--- src/srwv_pkg.sv ---
// Shared package of the strided row window variance block.
// Field widths, request and register codes, and default sizes.
// No dependencies; every other file of the block uses it.
package srwv_pkg;

    localparam int ROW_FIELD_W = 7;
    localparam int SLOPE_W = 16;
    localparam int VAR_W = 31;
    localparam int COUNT_W = 7;

    localparam int CFG_IDX_W = 1;
    localparam int CFG_DATA_W = 7;

    localparam int ROW_COUNT_DEF = 128;
    localparam int ROW_STRIDE = 2;

    localparam logic REQ_STORE = 1'b0;
    localparam logic REQ_QUERY = 1'b1;

    localparam logic [CFG_IDX_W-1:0] CFG_LOWEST_VALID_ROW = 1'b0;
    localparam logic [CFG_IDX_W-1:0] CFG_CLAMP_ENABLE = 1'b1;

endpackage

--- src/srwv_if.sv ---
// Request and result channels of the strided row window variance block.
// Valid/ready handshake with the payload fields; depends on srwv_pkg.
interface srwv_req_if;
    logic                                 valid;
    logic                                 ready;
    logic                                 req_type;
    logic [srwv_pkg::ROW_FIELD_W-1:0]     row_start;
    logic [srwv_pkg::ROW_FIELD_W-1:0]     row_end;
    logic signed [srwv_pkg::SLOPE_W-1:0]  slope;

    modport source (output valid, req_type, row_start, row_end, slope, input ready);
    modport sink (input valid, req_type, row_start, row_end, slope, output ready);
endinterface

interface srwv_rsp_if;
    logic                             valid;
    logic                             ready;
    logic [srwv_pkg::VAR_W-1:0]       variance;
    logic [srwv_pkg::COUNT_W-1:0]     sample_count;
    logic                             window_empty;

    modport source (output valid, variance, sample_count, window_empty, input ready);
    modport sink (input valid, variance, sample_count, window_empty, output ready);
endinterface

--- src/srwv_ram.sv ---
// Generic single-write, single-read RAM with a registered read port.
// Holds the slope table; depends on srwv_pkg for default sizes.
module srwv_ram #(
    parameter int WIDTH = srwv_pkg::SLOPE_W,
    parameter int DEPTH = srwv_pkg::ROW_COUNT_DEF,
    localparam int AW = (DEPTH > 1) ? $clog2(DEPTH) : 1
) (
    input  logic             clk,
    input  logic             we,
    input  logic [AW-1:0]    waddr,
    input  logic [WIDTH-1:0] wdata,
    input  logic             re,
    input  logic [AW-1:0]    raddr,
    output logic [WIDTH-1:0] rdata
);

    logic [WIDTH-1:0] mem_reg [DEPTH];
    logic [WIDTH-1:0] rdata_reg;

    always_ff @(posedge clk)
    begin
        if (we)
        begin
            mem_reg[waddr] <= wdata;
        end
        if (re)
        begin
            rdata_reg <= mem_reg[raddr];
        end
    end

    assign rdata = rdata_reg;

endmodule

--- src/strided_row_window_variance_top.sv ---
// Channel  Direction  Handshake      Word
// req      in         valid/ready    req_type, row_start, row_end, slope
// rsp      out        valid/ready    variance, sample_count, window_empty
// cfg      in         cfg_we         cfg_index, cfg_data
//
// A query spends a check step on the table read port and a sample step on each
// visited row, then 45 steps in the bit-serial divider. Reset clears the
// sequencer, the result valid flag and the lowest valid row and sets clamping
// on; the datapath registers and the slope table are not cleared. A stalled
// result waits in the output register while the next request is already taken.
// Top level of the block; depends on srwv_pkg, srwv_if and srwv_ram.
module strided_row_window_variance_top #(
    parameter int ROW_COUNT = srwv_pkg::ROW_COUNT_DEF
) (
    input  logic                              clk,
    input  logic                              rst_n,
    srwv_req_if.sink                          req,
    srwv_rsp_if.source                        rsp,
    input  logic                              cfg_we,
    input  logic [srwv_pkg::CFG_IDX_W-1:0]    cfg_index,
    input  logic [srwv_pkg::CFG_DATA_W-1:0]   cfg_data
);

    localparam int AW = $clog2(ROW_COUNT);
    localparam int RF_W = srwv_pkg::ROW_FIELD_W;
    localparam int ROW_W = RF_W + 2;
    localparam int N_W = srwv_pkg::COUNT_W;
    localparam int S_W = srwv_pkg::SLOPE_W;
    localparam int SUM_W = S_W + N_W;
    localparam int SQ_W = 2 * S_W - 1;
    localparam int SUMSQ_W = SQ_W + N_W;
    localparam int T1_W = N_W + SUMSQ_W;
    localparam int T2_W = 2 * SUM_W;
    localparam int DEN_W = 2 * N_W;
    localparam int DIV_CNT_W = $clog2(T1_W + 1);
    localparam int V_W = srwv_pkg::VAR_W;

    typedef logic [3:0] pc_t;

    localparam pc_t PC_IDLE = 4'd0;
    localparam pc_t PC_CHECK = 4'd1;
    localparam pc_t PC_SAMPLE = 4'd2;
    localparam pc_t PC_NZ = 4'd3;
    localparam pc_t PC_MUL_T1 = 4'd4;
    localparam pc_t PC_MUL_T2 = 4'd5;
    localparam pc_t PC_MUL_DEN = 4'd6;
    localparam pc_t PC_DIV = 4'd7;
    localparam pc_t PC_PUT = 4'd8;
    localparam pc_t PC_LAST = PC_PUT;

    typedef enum logic [2:0] {
        CND_NEXT,
        CND_ALWAYS,
        CND_NO_QUERY,
        CND_WIN_DONE,
        CND_N_ZERO,
        CND_DIV_LEFT,
        CND_OUT_FULL
    } cond_t;

    typedef struct packed {
        logic  take_in;
        logic  rd_row;
        logic  acc_sq;
        logic  sample;
        logic  mul_t1;
        logic  mul_t2;
        logic  mul_den;
        logic  div_step;
        logic  put;
        cond_t cond;
        pc_t   target;
    } ctrl_t;

    // Microcode: each step names its datapath actions, a jump condition and a target.
    function automatic ctrl_t ucode(input pc_t pc);
        ctrl_t c;
        c = '0;
        c.cond = CND_NEXT;
        c.target = PC_IDLE;
        case (pc)
            PC_IDLE:
            begin
                c.take_in = 1'b1;
                c.cond = CND_NO_QUERY;
                c.target = PC_IDLE;
            end
            PC_CHECK:
            begin
                c.rd_row = 1'b1;
                c.acc_sq = 1'b1;
                c.cond = CND_WIN_DONE;
                c.target = PC_NZ;
            end
            PC_SAMPLE:
            begin
                c.sample = 1'b1;
                c.cond = CND_ALWAYS;
                c.target = PC_CHECK;
            end
            PC_NZ:
            begin
                c.cond = CND_N_ZERO;
                c.target = PC_PUT;
            end
            PC_MUL_T1:
            begin
                c.mul_t1 = 1'b1;
            end
            PC_MUL_T2:
            begin
                c.mul_t2 = 1'b1;
            end
            PC_MUL_DEN:
            begin
                c.mul_den = 1'b1;
            end
            PC_DIV:
            begin
                c.div_step = 1'b1;
                c.cond = CND_DIV_LEFT;
                c.target = PC_DIV;
            end
            PC_PUT:
            begin
                c.put = 1'b1;
                c.cond = CND_OUT_FULL;
                c.target = PC_PUT;
            end
            default:
            begin
                c.cond = CND_ALWAYS;
                c.target = PC_IDLE;
            end
        endcase
        return c;
    endfunction

    ctrl_t ctrl;
    logic  jump;
    logic  out_full;
    logic  req_fire;
    logic  ram_we;
    logic  row_ok;
    logic [S_W-1:0] ram_rdata;

    logic signed [S_W-1:0]  v;
    logic signed [2*S_W-1:0] sq_full;
    logic [SUM_W-1:0]       asum;
    logic [RF_W:0]          lvr_p1;
    logic [RF_W:0]          end_clamped;
    logic [DEN_W:0]         trial;

    pc_t pc_reg, pc_next;
    logic rsp_valid_reg, rsp_valid_next;
    logic [RF_W-1:0] lvr_reg, lvr_next;
    logic clamp_reg, clamp_next;

    logic signed [ROW_W-1:0] row_reg, row_next;
    logic signed [ROW_W-1:0] end_reg, end_next;
    logic signed [SUM_W-1:0] sum_reg, sum_next;
    logic [SQ_W-1:0]         sq_reg, sq_next;
    logic [SUMSQ_W-1:0]      sumsq_reg, sumsq_next;
    logic [N_W-1:0]          n_reg, n_next;
    logic [T1_W-1:0]         t1_reg, t1_next;
    logic [T2_W-1:0]         t2_reg, t2_next;
    logic [DEN_W-1:0]        den_reg, den_next;
    logic [T1_W-1:0]         quo_reg, quo_next;
    logic [DEN_W-1:0]        rem_reg, rem_next;
    logic [DIV_CNT_W-1:0]    cnt_reg, cnt_next;
    logic [V_W-1:0]          var_reg, var_next;
    logic [N_W-1:0]          cnt_out_reg, cnt_out_next;
    logic                    empty_reg, empty_next;

    assign ctrl = ucode(pc_reg);
    assign req.ready = ctrl.take_in;
    assign req_fire = ctrl.take_in && req.valid;
    assign out_full = rsp_valid_reg && !rsp.ready;

    assign ram_we = req_fire && (req.req_type == srwv_pkg::REQ_STORE)
                    && (32'(req.row_start) < ROW_COUNT);
    assign row_ok = 32'(row_reg[RF_W-1:0]) < ROW_COUNT;

    srwv_ram #(
        .WIDTH (S_W),
        .DEPTH (ROW_COUNT)
    ) u_table (
        .clk   (clk),
        .we    (ram_we),
        .waddr (AW'(req.row_start)),
        .wdata (req.slope),
        .re    (ctrl.rd_row),
        .raddr (AW'(row_reg[RF_W-1:0])),
        .rdata (ram_rdata)
    );

    assign v = row_ok ? $signed(ram_rdata) : '0;
    assign sq_full = v * v;
    assign asum = sum_reg[SUM_W-1] ? SUM_W'(-sum_reg) : SUM_W'(sum_reg);
    assign lvr_p1 = {1'b0, lvr_reg} + {{RF_W{1'b0}}, 1'b1};
    assign end_clamped = (clamp_reg && ({1'b0, req.row_end} <= lvr_p1))
                         ? lvr_p1 : {1'b0, req.row_end};
    assign trial = {rem_reg, quo_reg[T1_W-1]};

    always_comb
    begin
        case (ctrl.cond)
            CND_NEXT:     jump = 1'b0;
            CND_ALWAYS:   jump = 1'b1;
            CND_NO_QUERY: jump = !(req.valid && (req.req_type == srwv_pkg::REQ_QUERY));
            CND_WIN_DONE: jump = !(row_reg > end_reg);
            CND_N_ZERO:   jump = (n_reg == '0);
            CND_DIV_LEFT: jump = (cnt_reg != DIV_CNT_W'(1));
            CND_OUT_FULL: jump = out_full;
            default:      jump = 1'b0;
        endcase
        if (jump)
        begin
            pc_next = ctrl.target;
        end
        else if (pc_reg == PC_LAST)
        begin
            pc_next = PC_IDLE;
        end
        else
        begin
            pc_next = pc_reg + 4'd1;
        end
    end

    always_comb
    begin
        lvr_next = lvr_reg;
        clamp_next = clamp_reg;
        if (cfg_we)
        begin
            case (cfg_index)
                srwv_pkg::CFG_LOWEST_VALID_ROW: lvr_next = cfg_data[RF_W-1:0];
                srwv_pkg::CFG_CLAMP_ENABLE:     clamp_next = cfg_data[0];
                default:                        lvr_next = lvr_reg;
            endcase
        end
    end

    always_comb
    begin
        row_next = row_reg;
        end_next = end_reg;
        sum_next = sum_reg;
        sq_next = sq_reg;
        sumsq_next = sumsq_reg;
        n_next = n_reg;
        t1_next = t1_reg;
        t2_next = t2_reg;
        den_next = den_reg;
        quo_next = quo_reg;
        rem_next = rem_reg;
        cnt_next = cnt_reg;
        var_next = var_reg;
        cnt_out_next = cnt_out_reg;
        empty_next = empty_reg;
        rsp_valid_next = rsp_valid_reg;

        if (rsp_valid_reg && rsp.ready)
        begin
            rsp_valid_next = 1'b0;
        end

        if (req_fire && (req.req_type == srwv_pkg::REQ_QUERY))
        begin
            row_next = $signed(ROW_W'(req.row_start));
            end_next = $signed(ROW_W'(end_clamped));
            sum_next = '0;
            sq_next = '0;
            sumsq_next = '0;
            n_next = '0;
        end
        if (ctrl.acc_sq)
        begin
            sumsq_next = sumsq_reg + SUMSQ_W'(sq_reg);
        end
        if (ctrl.sample)
        begin
            sq_next = sq_full[SQ_W-1:0];
            sum_next = sum_reg + SUM_W'(v);
            n_next = n_reg + N_W'(1);
            row_next = row_reg - ROW_W'(srwv_pkg::ROW_STRIDE);
        end
        if (ctrl.mul_t1)
        begin
            t1_next = T1_W'(n_reg) * T1_W'(sumsq_reg);
        end
        if (ctrl.mul_t2)
        begin
            t2_next = T2_W'(asum) * T2_W'(asum);
        end
        if (ctrl.mul_den)
        begin
            den_next = DEN_W'(n_reg) * DEN_W'(n_reg);
            quo_next = t1_reg - t2_reg[T1_W-1:0];
            rem_next = '0;
            cnt_next = DIV_CNT_W'(T1_W);
        end
        if (ctrl.div_step)
        begin
            if (trial >= {1'b0, den_reg})
            begin
                rem_next = DEN_W'(trial - {1'b0, den_reg});
                quo_next = {quo_reg[T1_W-2:0], 1'b1};
            end
            else
            begin
                rem_next = trial[DEN_W-1:0];
                quo_next = {quo_reg[T1_W-2:0], 1'b0};
            end
            cnt_next = cnt_reg - DIV_CNT_W'(1);
        end
        if (ctrl.put && !out_full)
        begin
            rsp_valid_next = 1'b1;
            cnt_out_next = n_reg;
            empty_next = (n_reg == '0);
            var_next = (n_reg == '0) ? '0 : quo_reg[V_W-1:0];
        end
    end

    always_ff @(posedge clk or negedge rst_n)
    begin
        if (!rst_n)
        begin
            pc_reg <= PC_IDLE;
            rsp_valid_reg <= 1'b0;
            lvr_reg <= '0;
            clamp_reg <= 1'b1;
        end
        else
        begin
            pc_reg <= pc_next;
            rsp_valid_reg <= rsp_valid_next;
            lvr_reg <= lvr_next;
            clamp_reg <= clamp_next;
        end
    end

    always_ff @(posedge clk)
    begin
        row_reg <= row_next;
        end_reg <= end_next;
        sum_reg <= sum_next;
        sq_reg <= sq_next;
        sumsq_reg <= sumsq_next;
        n_reg <= n_next;
        t1_reg <= t1_next;
        t2_reg <= t2_next;
        den_reg <= den_next;
        quo_reg <= quo_next;
        rem_reg <= rem_next;
        cnt_reg <= cnt_next;
        var_reg <= var_next;
        cnt_out_reg <= cnt_out_next;
        empty_reg <= empty_next;
    end

    assign rsp.valid = rsp_valid_reg;
    assign rsp.variance = var_reg;
    assign rsp.sample_count = cnt_out_reg;
    assign rsp.window_empty = empty_reg;

endmodule
--- src/flat_wrapper.sv ---
// flat-port wrapper written by rule: the top's interface ports become plain ports
module strided_row_window_variance_top_flat 
#(
    parameter int ROW_COUNT = srwv_pkg::ROW_COUNT_DEF
)
  (clk, rst_n, cfg_we, cfg_index, cfg_data, req_valid, req_req_type, req_row_start, req_row_end, req_slope, req_ready, rsp_valid, rsp_variance, rsp_sample_count, rsp_window_empty, rsp_ready);
  srwv_req_if req_i ();
  srwv_rsp_if rsp_i ();
  input  logic clk;
  input  logic rst_n;
  input  logic cfg_we;
  input  logic [srwv_pkg::CFG_IDX_W-1:0] cfg_index;
  input  logic [srwv_pkg::CFG_DATA_W-1:0] cfg_data;
  input wire logic [$bits(req_i.valid)-1:0] req_valid;
  input wire logic [$bits(req_i.req_type)-1:0] req_req_type;
  input wire logic [$bits(req_i.row_start)-1:0] req_row_start;
  input wire logic [$bits(req_i.row_end)-1:0] req_row_end;
  input wire logic [$bits(req_i.slope)-1:0] req_slope;
  output wire logic [$bits(req_i.ready)-1:0] req_ready;
  output wire logic [$bits(rsp_i.valid)-1:0] rsp_valid;
  output wire logic [$bits(rsp_i.variance)-1:0] rsp_variance;
  output wire logic [$bits(rsp_i.sample_count)-1:0] rsp_sample_count;
  output wire logic [$bits(rsp_i.window_empty)-1:0] rsp_window_empty;
  input wire logic [$bits(rsp_i.ready)-1:0] rsp_ready;
  assign req_i.valid = req_valid;
  assign req_i.req_type = req_req_type;
  assign req_i.row_start = req_row_start;
  assign req_i.row_end = req_row_end;
  assign req_i.slope = req_slope;
  assign req_ready = req_i.ready;
  assign rsp_valid = rsp_i.valid;
  assign rsp_variance = rsp_i.variance;
  assign rsp_sample_count = rsp_i.sample_count;
  assign rsp_window_empty = rsp_i.window_empty;
  assign rsp_i.ready = rsp_ready;
  strided_row_window_variance_top #(.ROW_COUNT(ROW_COUNT)) u_core (.clk(clk), .rst_n(rst_n), .req(req_i), .rsp(rsp_i), .cfg_we(cfg_we), .cfg_index(cfg_index), .cfg_data(cfg_data));
endmodule
--- config.mk ---
export PLATFORM = sky130hd
export DESIGN_NAME = strided_row_window_variance_top_flat
export DESIGN_NICKNAME = d
export VERILOG_FILES = /design/src/srwv_pkg.sv /design/src/srwv_if.sv /design/src/srwv_ram.sv /design/src/strided_row_window_variance_top.sv /design/src/flat_wrapper.sv
export SDC_FILE = /design/constraint.sdc
export NUM_CORES = 2
export LEC_CHECK = 0
export BUFFER_PORTS_ARGS = -buffer_cell sky130_fd_sc_hd__buf_2
export CELL_PAD_IN_SITES_DETAIL_PLACEMENT = 0
export CELL_PAD_IN_SITES_GLOBAL_PLACEMENT = 1
export CORE_UTILIZATION = 45
export CTS_CLUSTER_SIZE = 28
export DETAILED_ROUTE_END_ITERATION = 16
export PLACE_DENSITY_LB_ADDON = 0.1
export SYNTH_ARGS = -nofsm -noshare
export SYNTH_HDL_FRONTEND = slang
export SYNTH_SLANG_ARGS = --single-unit
--- constraint.sdc ---
create_clock -name clk -period 12.3 [get_ports clk]
set_input_delay 0.615 -clock clk [delete_from_list [all_inputs] [get_ports clk]]
set_output_delay 0.615 -clock clk [all_outputs]
set_load 0.01 [all_outputs]
# --- Word-level counts from Yosys, hierarchy flattened ---
# Memories as Yosys holds them, arrays and structs flattened. A register that Yosys moved wholly into a read port is not among the register bits.
# Cells that the tools add are included.
# Widths: inputs -> output; s select.
word_totals:
  word_cells: 112
  mem_count: 1
  ram_bits: 2048
  mem_bits_ro: 0
  latchBits: 0
  out_inout_bits: 41
  ff_bits: 337
  in_bits: 44
classes:
  eq_ne: 15
  addsub: 10
  mux: 36
  bitwise_logic: 2
  n_shift: 0
  n_reduce_logical: 21
  n_mul: 4
  n_lt_le_gt_ge: 3
  n_div: 0
mem_list:
  columns: ["memory", "words", "width", "rd", "rd_clocked_by_memory_dff", "write_ports", "line_no", "source"]
  rows:
  - ["u_core.u_table.mem_reg", 128, 16, 1, 1, 1, "srwv_ram.sv:17", "logic [WIDTH-1:0] mem_reg [DEPTH];"]
ops:
  columns: ["op", "n"]
  rows:
  - ["$mux 45", 2]
  - ["$mux 38", 2]
  - ["$mux 23", 3]
  - ["$mux 31", 2]
  - ["$pmux 7 s7", 1]
  - ["$mul 23x23->45", 1]
  - ["$mul 7x38->45", 1]
  - ["$sub 45x45->45", 1]
  - ["$mux 14", 3]
  - ["$add 38x31->38", 1]
  - ["$mul 16x16->31", 1]
  - ["$add 23x16->23", 1]
  - ["$neg 23->23", 1]
  - ["$mux 7", 3]
  - ["$mux 9", 2]
  - ["$eq 4x3->1 const B", 4]
  - ["$ge 15x14->1", 1]
  - ["$mul 7x7->14", 1]
  - ["$sub 14x14->14", 1]
  - ["$mux 1", 12]
  - ["$mux 6", 2]
  - ["$eq 3x3->1 const B", 3]
  - ["$gt 9x9->1", 1]
  - ["$sub 9x3->9 const B", 1]
  - ["other kinds (22)", 40]

# --- Logic depth before layout (Yosys ltp) ---
logic_depth:
  word_depth: 6
  ltp_mapped: 37

# --- Hierarchy ---
# Synthesis repeated with hierarchy kept, for this count alone.
unflattened:
  cells_unflattened: 8405
  area_unflattened_um2: 129340.3
by_module_without_submodules:
  columns: ["mod", "cells_per_inst", "n_inst", "area_per_inst_um2"]
  rows:
  - ["srwv_ram", 3086, 1, 78683.0]
  - ["strided_row_window_variance_top", 5319, 1, 50657.3]

# --- Worst setup path before layout ---
# No wires, ideal clock.
synth_timing:
  path_type: "reg-to-reg"
  from: "reg u_core.sum_reg[0]"
  to: "reg u_core.t2_reg[43] (data pin)"
  path_slack_ns: 3.349
  path_stages_with_launch: 34
  arrival_ns: 8.686
  setup_time_ns: 0.265
  path_cell_list: "edfxtp_1 > clkbuf_1 > clkinv_1 > clkbuf_1 > ha_1 > nand2_1 > or3_1 > or4b_1 > and2_1 > xnor2_2 > inv_1 > buf_2 > nand2_1 > fa_1 > fa_1 > inv_1 > fa_1 > fa_1 > fa_1 > inv_1 > fa_1 > inv_1 > fa_1 > ha_1 > a21oi_1 > nor2_1 > or3_1 > nor3_1 > nor2_1 > a21boi_0 > o31ai_1 > a211oi_1 > o21ai_0 > xor2_1"
synth_between:
  elab_chain_cells: 3
synth_lines:
  columns: ["item", "line_no", "source"]
  rows:
  - ["start: declaration", "strided_row_window_variance_top.sv:161", "logic signed [SUM_W-1:0] sum_reg, sum_next;"]
  - ["start signal: assignment", "strided_row_window_variance_top.sv:349", "sum_reg <= sum_next;"]
  - ["$neg 23->23", "strided_row_window_variance_top.sv:199", "assign asum = sum_reg[SUM_W-1] ? SUM_W'(-sum_reg) : SUM_W'(sum_reg);"]
  - ["$mux 23 (*)", "strided_row_window_variance_top.sv:199", null]
  - ["$mul 23x23->45 (*)", "strided_row_window_variance_top.sv:295", "t2_next = T2_W'(asum) * T2_W'(asum);"]
  - ["end signal: assignment", "strided_row_window_variance_top.sv:354", "t2_reg <= t2_next;"]
  - ["end: declaration", "strided_row_window_variance_top.sv:166", "logic [T2_W-1:0] t2_reg, t2_next;"]
# Mark *: on every way between the ends. The rest lies on a longest branch, timed or not.
# A chain may end at the register's enable or synchronous reset.

# --- Worst setup path after layout ---
layout_timing:
  from: "reg u_core.sum_reg[5]"
  to: "reg u_core.t2_reg[40] (data pin)"
# Same word-level chain as after synthesis.

==> out/results.tsv <==
metric	value	unit
hold_path.class	input port to flop	
wire_per_inst	25.6	um
start_util	45.4	%
final_antenna_net_count	0	
grt_pass1_wl	505000	um
slowest_stage	a2111oi_0	
synth_cells	8960	
maxSlewHeadroom	4.64	%
seqCellArea	71900	sq um
status	finished clean	
mappedNetlistArea	130000	sq um
reg2reg_depth	29	
cts_root_buffer	clkbuf_16	
syn_area_per_cell	14.5	sq um
end_kind	flop	
finalMaxSlewViolations	0	
viasPerCell	5.56	
drc	0	
antenna_found_initial	15	
rsz0062_at_grt	false	
crit_fanout	12	
final_layout_size_suffix_gt1_share	14.0	%
dp_hpwl	225000	um
dieWidth	540	um
die_area	291000	sq um
htreeDepth	5	
timing.max_cap.violations	0	
synth_commonest_cells	edfxtp_1 (2385), inv_1 (1151), fa_1 (815)	
num-nets-final	10600	
routabilityCongestion	0.845	
synth_edf_count	2385	
cp-endpoint	u_core.t2_reg[40]	
synth_flop_cell	edfxtp_1	
num_rows	196	
max_freq	94.4	MHz
cts.sinks	2398	
critPathMostFrequentCell	fa_1	
synth_warnings	0	
synth.distinct_cells	89	
largest_reg_flops	2048	
n_fill_cell	24400	
grt.total_usage	23.4	%
arrival	11.16	ns
grt_pass1_vias	77200	
crit_type	flop to flop	
port_buffers	84	
clk_path_buf_depth	4	
first_pass_iters	5	
ctsResizeCount	0	
setup_viol	0	
r2r-start	u_core.sum_reg[5]	
timing.final.ws_setup	1.71	ns
multi_input_area	52500	sq um
slowest_delay	0.88	ns
area_growth_syn_to_layout	11.2	%
clk_latency	0.91	ns
fin_worst_skew	0.0843	ns
cp_data_required_time	12.87	ns
tns	0	ns
ys_ff_latch	2398	
worst_r2r_endpoint	u_core.t2_reg[40]	
yosysTopAreaCellShare	55.1	%
num_io_pins	85	
async_flop_share	0.542	%
clkSlewWorstSetupHoldPaths	0.06	ns
grt_max_degree	114	
synth_top_cell_by_area	edfxtp_1	
numCtsBuffers	269	
cp-start-kind	flop	
tightest_slew	1.41	ns
synth.most_common_cell	edfxtp_1	
place_ws	1.67	ns
synthTopCellsByArea	edfxtp_1 (55%), fa_1 (13%), mux4_2 (8.1%)	
ys_seq_area_share	55.3	%
ctsHoldBuffers	8	
r2r_slack	1.71	ns
chipHeight	540	um
crit_start	u_core.sum_reg[5]	
tritoncts	yes	
core	286000	sq um
dr_total_vias	73500	
wirelength	339000	um
dr.first_iter.drc_count	5573	
postCtsSetupRepairBufs	0	
period_share	86.1	%
hold_viol	0	
grt-ovfl-total	0	
min_period	10.59	ns
critical path: cells and delay by family (launching register included):
family,cells,cell delay [ns]
XOR/XNOR,2,0.87
AND/OR/NAND/NOR,6,2.07
flip-flops,1,0.49
adder cells (fa/ha/maj),8,3.78
buffers and inverters,4,0.70
AO/OA/AOI/OAI,9,2.38
cells in the final DEF (no fill, tap or decap), types with 217 or more instances in the layout:
| cell | Yosys | routed |
|---|---|---|
| clkbuf_16 | 0 | 272 |
| a21oi_1 | 375 | 375 |
| nand2_1 | 606 | 600 |
| mux4_2 | 465 | 465 |
| fa_1 | 815 | 815 |
| edfxtp_1 | 2385 | 2385 |
| nor2_1 | 540 | 528 |
| inv_1 | 1151 | 1151 |
| buf_4 | 11 | 260 |
| mux2i_1 | 217 | 217 |
| ha_1 | 471 | 471 |
kinds of logic (layout without fill, tap and decap cells):
kind of cell	after synthesis	count (layout)	share of synthesized area, %
AOI/OAI and AO/OA	1081	1081	5.23
adders and majority gates	1286	1286	17.1
muxes	761	761	10.4
DFF	2398	2398	55.3
other	2	26	0.00578
xor gates and xnor gates	268	268	1.82
and+or+nand+nor	1659	1659	5.70
buffers and inverters	1505	1984	4.43
how the worst min path moves through the flow:
stage,from,end,slack [ns],cells past startpoint
floorplan,rst_n,u_core.lvr_reg[0],0.32,0
global placement,u_core.quo_reg[36],u_core.quo_reg[37],0.52,2
detailed placement,u_core.quo_reg[14],u_core.quo_reg[15],0.53,2
CTS,req_row_start[0],u_core.row_reg[0],0.02,2
global route,req_row_start[0],u_core.row_reg[0],0.06,2
finish,req_row_start[0],u_core.row_reg[0],0.1,2
stage by stage:
| step | util, % | hold WS [ns] | instances | cell area, sq um |
|---|---|---|---|---|
| floorplan | - | 0.319 | 8974 | 130000 |
| global placement | 47.5 | 0.520 | 12700 | 136000 |
| detailed placement | 47.5 | 0.533 | 12700 | 136000 |
| CTS | 50.5 | 0.0235 | 13200 | 145000 |
| global route | 50.5 | 0.0648 | 13200 | 145000 |
| finish | 50.5 | 0.0999 | 13200 | 145000 |
metal layers:
layer	vias to the layer above	part of all wire (%)	GRT usage, %
met5	-	0.014	0
met3	446	4.5	2.45
li1	32800	-	-
met4	8	2.8	6.40
met1	38400	42	30.8
met2	1822	51	41.2
area by class of cell:
| type | instances | area share [%] |
|---|---|---|
| tap | 3762 | 3.25 |
| timing repair buffer | 344 | 1.75 |
| sequential | 2398 | 49.7 |
| clock buffer | 316 | 4.82 |
| inverter | 1162 | 3.02 |
| antenna | 10 | 0.0173 |
| clock inverter | 162 | 1.09 |
| multi-input combinational | 5071 | 36.3 |
Power is not shown: default switching activity piles up to over one toggle a cycle in this logic, so the estimate is an artifact.
